[src/sv/keyframe_track_sampler_top_defines.svh]
// ----------------------------------------------------------------------------
// Keyframe track sampler assertion macros
// Assertion helpers for the sampler top; empty under synthesis.
// ----------------------------------------------------------------------------
`ifndef KEYFRAME_TRACK_SAMPLER_TOP_DEFINES_SVH
`define KEYFRAME_TRACK_SAMPLER_TOP_DEFINES_SVH
`ifndef SYNTHESIS
`define KTS_ASSERT(label, clk, rst_n, prop, msg) \
    label: assert property (@(posedge clk) disable iff (!rst_n) prop) else $error(msg);
`define KTS_ASSERT_NEXT(label, clk, rst_n, pre, post, msg) \
    label: assert property (@(posedge clk) disable iff (!rst_n) (pre) |=> (post)) \
        else $error(msg);
`else
`define KTS_ASSERT(label, clk, rst_n, prop, msg)
`define KTS_ASSERT_NEXT(label, clk, rst_n, pre, post, msg)
`endif
`endif

[src/sv/kts_pkg.sv]
// ----------------------------------------------------------------------------
// Keyframe track sampler package
// Widths, register indexes, opcodes, sequencer states and divider port types.
// ----------------------------------------------------------------------------
package kts_pkg;
    localparam int MAX_KEYS_DEF  = 64;
    localparam int FRAC_BITS_DEF = 16;
    localparam int CFG_IDX_W     = 3;
    localparam int CFG_DATA_W    = 31;

    localparam logic [CFG_IDX_W-1:0] REG_DURATION  = 3'd0;
    localparam logic [CFG_IDX_W-1:0] REG_KEY_COUNT = 3'd1;
    localparam logic [CFG_IDX_W-1:0] REG_WRAP      = 3'd2;
    localparam logic [CFG_IDX_W-1:0] REG_KIND      = 3'd3;
    localparam logic [CFG_IDX_W-1:0] REG_MIN_GAP   = 3'd4;

    localparam logic OP_LOAD   = 1'b0;
    localparam logic OP_SAMPLE = 1'b1;

    typedef enum logic [3:0] {
        ST_IDLE, ST_MOD, ST_NORM, ST_SCAN_RD, ST_SCAN, ST_SEG, ST_VEC_RD,
        ST_DIV, ST_MUL, ST_DONE
    } state_t;

    typedef struct packed {
        logic        start;
        logic [31:0] num;
        logic [31:0] den;
    } div_req_t;

    typedef struct packed {
        logic        busy;
        logic        done;
        logic [63:0] quo;
        logic [31:0] rem;
    } div_rsp_t;
endpackage

[src/sv/kts_divider.sv]
// ----------------------------------------------------------------------------
// Keyframe track sampler divider
// Radix-2 restoring divider of a 64-bit dividend by a 32-bit divisor.
// ----------------------------------------------------------------------------
module kts_divider (
    input  logic              clk,
    input  logic              rst_n,
    input  kts_pkg::div_req_t req,
    output kts_pkg::div_rsp_t rsp
);
    import kts_pkg::*;

    logic [63:0] quo_reg, quo_next;
    logic [32:0] rem_reg, rem_next;
    logic [31:0] den_reg, den_next;
    logic [6:0]  cnt_reg, cnt_next;
    logic        busy_reg, busy_next, done_reg, done_next;
    logic [32:0] trial;
    logic [32:0] shifted;

    always_comb
    begin
        quo_next  = quo_reg;
        rem_next  = rem_reg;
        den_next  = den_reg;
        cnt_next  = cnt_reg;
        busy_next = busy_reg;
        done_next = 1'b0;
        shifted   = {rem_reg[31:0], quo_reg[63]};
        trial     = shifted - {1'b0, den_reg};
        if (req.start)
        begin
            quo_next  = {req.num, 32'd0};
            rem_next  = '0;
            den_next  = req.den;
            cnt_next  = 7'd64;
            busy_next = 1'b1;
        end
        else if (busy_reg)
        begin
            if (!trial[32])
            begin
                rem_next = trial;
                quo_next = {quo_reg[62:0], 1'b1};
            end
            else
            begin
                rem_next = shifted;
                quo_next = {quo_reg[62:0], 1'b0};
            end
            cnt_next = cnt_reg - 7'd1;
            if (cnt_reg == 7'd1)
            begin
                busy_next = 1'b0;
                done_next = 1'b1;
            end
        end
    end

    always_ff @(posedge clk or negedge rst_n)
    begin
        if (!rst_n)
        begin
            busy_reg <= 1'b0;
            done_reg <= 1'b0;
            cnt_reg  <= '0;
        end
        else
        begin
            busy_reg <= busy_next;
            done_reg <= done_next;
            cnt_reg  <= cnt_next;
        end
    end

    always_ff @(posedge clk)
    begin
        quo_reg <= quo_next;
        rem_reg <= rem_next;
        den_reg <= den_next;
    end

    assign rsp.busy = busy_reg;
    assign rsp.done = done_reg;
    assign rsp.quo  = quo_reg;
    assign rsp.rem  = rem_reg[31:0];
endmodule

[config.mk]
export PLATFORM = sky130hd
export DESIGN_NAME = kts_divider
export DESIGN_NICKNAME = d
export VERILOG_FILES = /design/src/sv/keyframe_track_sampler_top_defines.svh /design/src/sv/kts_pkg.sv /design/src/sv/kts_divider.sv
export SDC_FILE = /design/constraint.sdc
export NUM_CORES = 1
export LEC_CHECK = 0
export BUFFER_PORTS_ARGS = -buffer_cell sky130_fd_sc_hd__buf_2
export CORE_MARGIN = 2
export CORE_UTILIZATION = 37
export CTS_BUF_LIST = sky130_fd_sc_hd__clkbuf_16
export CTS_CLUSTER_SIZE = 10
export DETAILED_ROUTE_END_ITERATION = 16
export PLACE_DENSITY = 0.62
export SLEW_MARGIN = 15
export SYNTH_ARGS = -nofsm -noshare
export SYNTH_HDL_FRONTEND = slang
export SYNTH_SLANG_ARGS = --single-unit
[constraint.sdc]
create_clock -name clk -period 3.4 [get_ports clk]
set_clock_uncertainty 0.15 [all_clocks]
set_input_delay 0.17 -clock clk [delete_from_list [all_inputs] [get_ports clk]]
set_output_delay 0.17 -clock clk [all_outputs]
set_load 0.01 [all_outputs]
==> results.sh <==
export IMPL_leakagePower_uw=0.00451
export IMPL_hold_class="input port to async pin"
export IMPL_outcome="finished with violations"
export IMPL_cts_root_buf="clkbuf_16"
export IMPL_power_frac_seq_pct=38.8
export IMPL_rows=51
export IMPL_start_util_pct=37.6
export IMPL_max_cap_violations=0
export IMPL_ant_nets=0
export IMPL_crit_type="flop to flop"
export IMPL_yosys_warnings=0
export IMPL_grt_max_degree=81
export IMPL_period_needed_ns=3.19
export IMPL_wl_mm=18.3
export IMPL_finalMaxSlewViolations=0
export IMPL_first_global_vias=5855
export IMPL_regArea_um2=3430
export IMPL_syn2layout_area_growth_pct=32.3
export IMPL_viasPerCell=5.01
export IMPL_worst_pin_slew_ns=0.840
export IMPL_core_region_area_um2=19500
export IMPL_p_clk_share_pct=35.5
export IMPL_place_congestion=0.810
export IMPL_grt_setup_unrepaired="true"
export IMPL_multi_input_area_um2=3570
export IMPL_combPwrFrac_pct=25.7
export IMPL_dp_hpwl_mm=12.5
export IMPL_fmax_ghz=0.313
export IMPL_power_internal_uw=3650
export IMPL_synth_compound_area_share_pct=20.1
export IMPL_ys_types=65
export IMPL_portBuffers=164
export IMPL_avgSynthCellArea_um2=10.1
export IMPL_grt_usage_pct=17.5
export IMPL_cp_data_arrival_time_ns=3.36
export IMPL_drt_iter0_markers=353
export IMPL_synth_edf_count=64
export IMPL_violations="hold timing"
export IMPL_ys_flop_type="edfxtp_1"
export IMPL_syn_area_um2=7320
export IMPL_synth_top_family_by_area="compound AO/OA/AOI/OAI gates"
export IMPL_syn_num_nets=826
export IMPL_fill_cells=1803
export IMPL_htree_levels=4
export IMPL_synth_simple_area_share_pct=14.0
export IMPL_largest_register_ffs=64
export IMPL_die_area_um2=20900
export IMPL_final_util_pct=49.7
export IMPL_ys_ff_latch=137
export IMPL_peakVddDrop_uv=367
export IMPL_boundaryPins=165
export IMPL_crit_path_start_kind="flop"
export IMPL_fin_crit_sh_pct=93.9
export IMPL_synthMuxAreaShare_pct=4.38
export IMPL_powerDensity_nw_per_um2=552
export IMPL_finalHoldViolCount=3
export IMPL_drc=0
export IMPL_synth_adder_area_share_pct=6.09
export IMPL_cp_required_ns=3.57
export IMPL_syn_inst=724
export IMPL_cts_buffers=17
export IMPL_drive_above_1_share_pct=27.0
export IMPL_antenna_cells=0
export IMPL_num_vias=6123
export IMPL_fp_dieH_um=145
export IMPL_slew_headroom_pct=44.0
export IMPL_wire_per_inst_um=15.0
export IMPL_die_w_um=145
export IMPL_cts_tree="yes"
export IMPL_synthArstFlopShare_pct=6.57
export IMPL_power_switching_uw=1690
export IMPL_clock_latency_ns=0.43
export IMPL_grt_pass1_wl_mm=29.0
export IMPL_synthXorXnorAreaFrac_pct=4.09
export IMPL_swShare_pct=31.6
export IMPL_clk_path_buf_depth=2
export IMPL_synth_seq_area_share_pct=46.8
export IMPL_overflow=0
export IMPL_nNetsFinal=1047
export IMPL_cts_sinks=137
export IMPL_finalSetupTns_ns=0
export IMPL_clk_pin_slew_worst_paths_ns=0.07
export IMPL_fin_ws_ns=0.207
export IMPL_dr_pass1_iters=5
export IMPL_finalSetupViolations=0
export IMPL_crit_fanout=4
export IMPL_antenna_found_initial=0
export IMPL_end_kind="flop"
export IMPL_preCtsSetupSlack_ns=0.146
export IMPL_worst_hold_slack_ns=-0.00203
==> layer usage <==
metal	global-route usage [%]	vias to the layer above	wire length, um	share of wire [%]
li1	-	3062	-	-
met1	23.4	2873	8640	47
met3	3.58	26	844	4.6
met2	27.7	162	8450	46
met4	6.85	0	388	2.1
met5	0	-	0	0
==> cell families after synthesis <==
group | count (synthesis)
simple gates | 234
buf+inv | 80
fa+ha+maj | 35
flops | 137
mux | 32
xor+xnor | 32
compound gates | 174
==> power by group through the flow <==
| stage | Clock [uW] | Combinational [uW] | Sequential [uW] |
|---|---|---|---|
| after floorplan | 0 | 894 | 2120 |
| after global placement | 0 | 1290 | 2100 |
| after detailed placement | 0 | 1300 | 2110 |
| after CTS | 1940 | 1370 | 2070 |
| after global routing | 2010 | 1530 | 2100 |
| final | 1900 | 1370 | 2070 |
==> cell usage after synthesis, drive strengths merged (2+ instances only) <==
cell type | count | area share (%)
nor2 | 97 | 5.0
nand2 | 84 | 4.4
dfxtp | 64 | 18
edfxtp | 64 | 26
inv | 38 | 1.9
a21oi | 37 | 2.5
ha | 34 | 5.8
mux2i | 32 | 4.4
a22o | 31 | 3.7
clkbuf | 29 | 1.5
a311oi | 28 | 5.6
o21ai | 21 | 1.7
xnor2 | 17 | 2.0
xor2 | 15 | 2.1
a21o | 13 | 1.3
buf | 13 | 1.1
nand3 | 11 | 0.75
dfrtp | 9 | 3.1
nor2b | 7 | 0.70
a211oi | 6 | 0.68
nor3 | 6 | 0.48
a31oi | 5 | 0.63
nand2b | 5 | 0.43
nand4 | 5 | 0.43
o31ai | 5 | 0.51
o21a | 4 | 0.41
or3 | 4 | 0.34
a31o | 3 | 0.48
and2 | 3 | 0.26
o211ai | 3 | 0.31
nor4 | 2 | 0.17
o2111ai | 2 | 0.24
o21ba | 2 | 0.27
o21bai | 2 | 0.21
o2bb2ai | 2 | 0.24
o311ai | 2 | 0.24
o31a | 2 | 0.24
or2 | 2 | 0.17
or4 | 2 | 0.21
==> stage by stage <==
| step | total power [uW] | instances | hold slack, ns | cell area [um2] |
|---|---|---|---|---|
| 3_3_place_gp | 3390 | 1125 | -0.116 | 8400 |
| 3_5_place_dp | 3410 | 1125 | -0.117 | 8400 |
| 6_report | 5340 | 1223 | -0.00203 | 9680 |
| 4_1_cts | 5380 | 1222 | 0.00286 | 9660 |
| 2_1_floorplan | 3020 | 724 | -0.276 | 7320 |
| 5_1_grt | 5640 | 1223 | 0.00896 | 9680 |
==> worst max-delay path: stages, from the launching register on <==
cell and delay, ns:
edfxtp_1 0.43, inv_1 0.08, ha_1 0.21, nor2b_1 0.14
o211ai_1 0.24, a31oi_1 0.22, a211oi_1 0.53, o31ai_2 0.23
o311ai_0 0.51, o2bb2ai_1 0.14, o21ba_2 0.22
==> cell usage in the layout (no fill, tap or decap), drive strengths merged, types with 3 or more instances in the layout <==
cell,count
nand2,84
xnor2,17
clkbuf,19
ha,34
edfxtp,64
nand3,11
inv,46
a31oi,5
dlygate4sd3,65
dfxtp,64
nand4,5
and2,3
nor2b,7
a311oi,28
o21ai,21
mux2i,32
a22o,31
a21o,13
nor3,6
o21a,4
o211ai,3
xor2,15
nor2,97
a211oi,6
buf,179
a21oi,37
nand2b,5
a31o,3
o31ai,5
clkinv,4
or3,4
dfrtp,9
==> timing repair <==
item                                   4_1_cts  5_1_grt
buffers inserted                             0        1
resized for setup                            0        4
endpoints found under the hold margin       73        0
setup endpoints to repair                    0       20
hold buffers                                65        0
==> layout make-up <==
cell class	instances	area share (%)
Tap cell	265	3.43
Timing Repair Buffer	244	16.5
Sequential cell	137	35.5
Clock buffer	19	4.91
Multi-Input combinational cell	507	36.9
Inverter	38	1.47
Clock inverter	13	1.33
==> final timing paths <==
check / startpoint / to / slack [ns] / cells past startpoint
setup / recovery: den_reg[1] / rem_reg[31] / 0.21 / 10
hold / removal: rst_n / busy_reg / -0.002 / 2
setup reg to reg: den_reg[1] / rem_reg[31] / 0.21 / 10
hold reg to reg: cnt_reg[6] / cnt_reg[6] / 0.36 / 2
max in group asynchronous: rst_n / busy_reg / 2.90 / 2
min in group clk: req[64] / rem_reg[1] / 0.10 / 3
No activity file was read; power rests on OpenSTA's default activity.
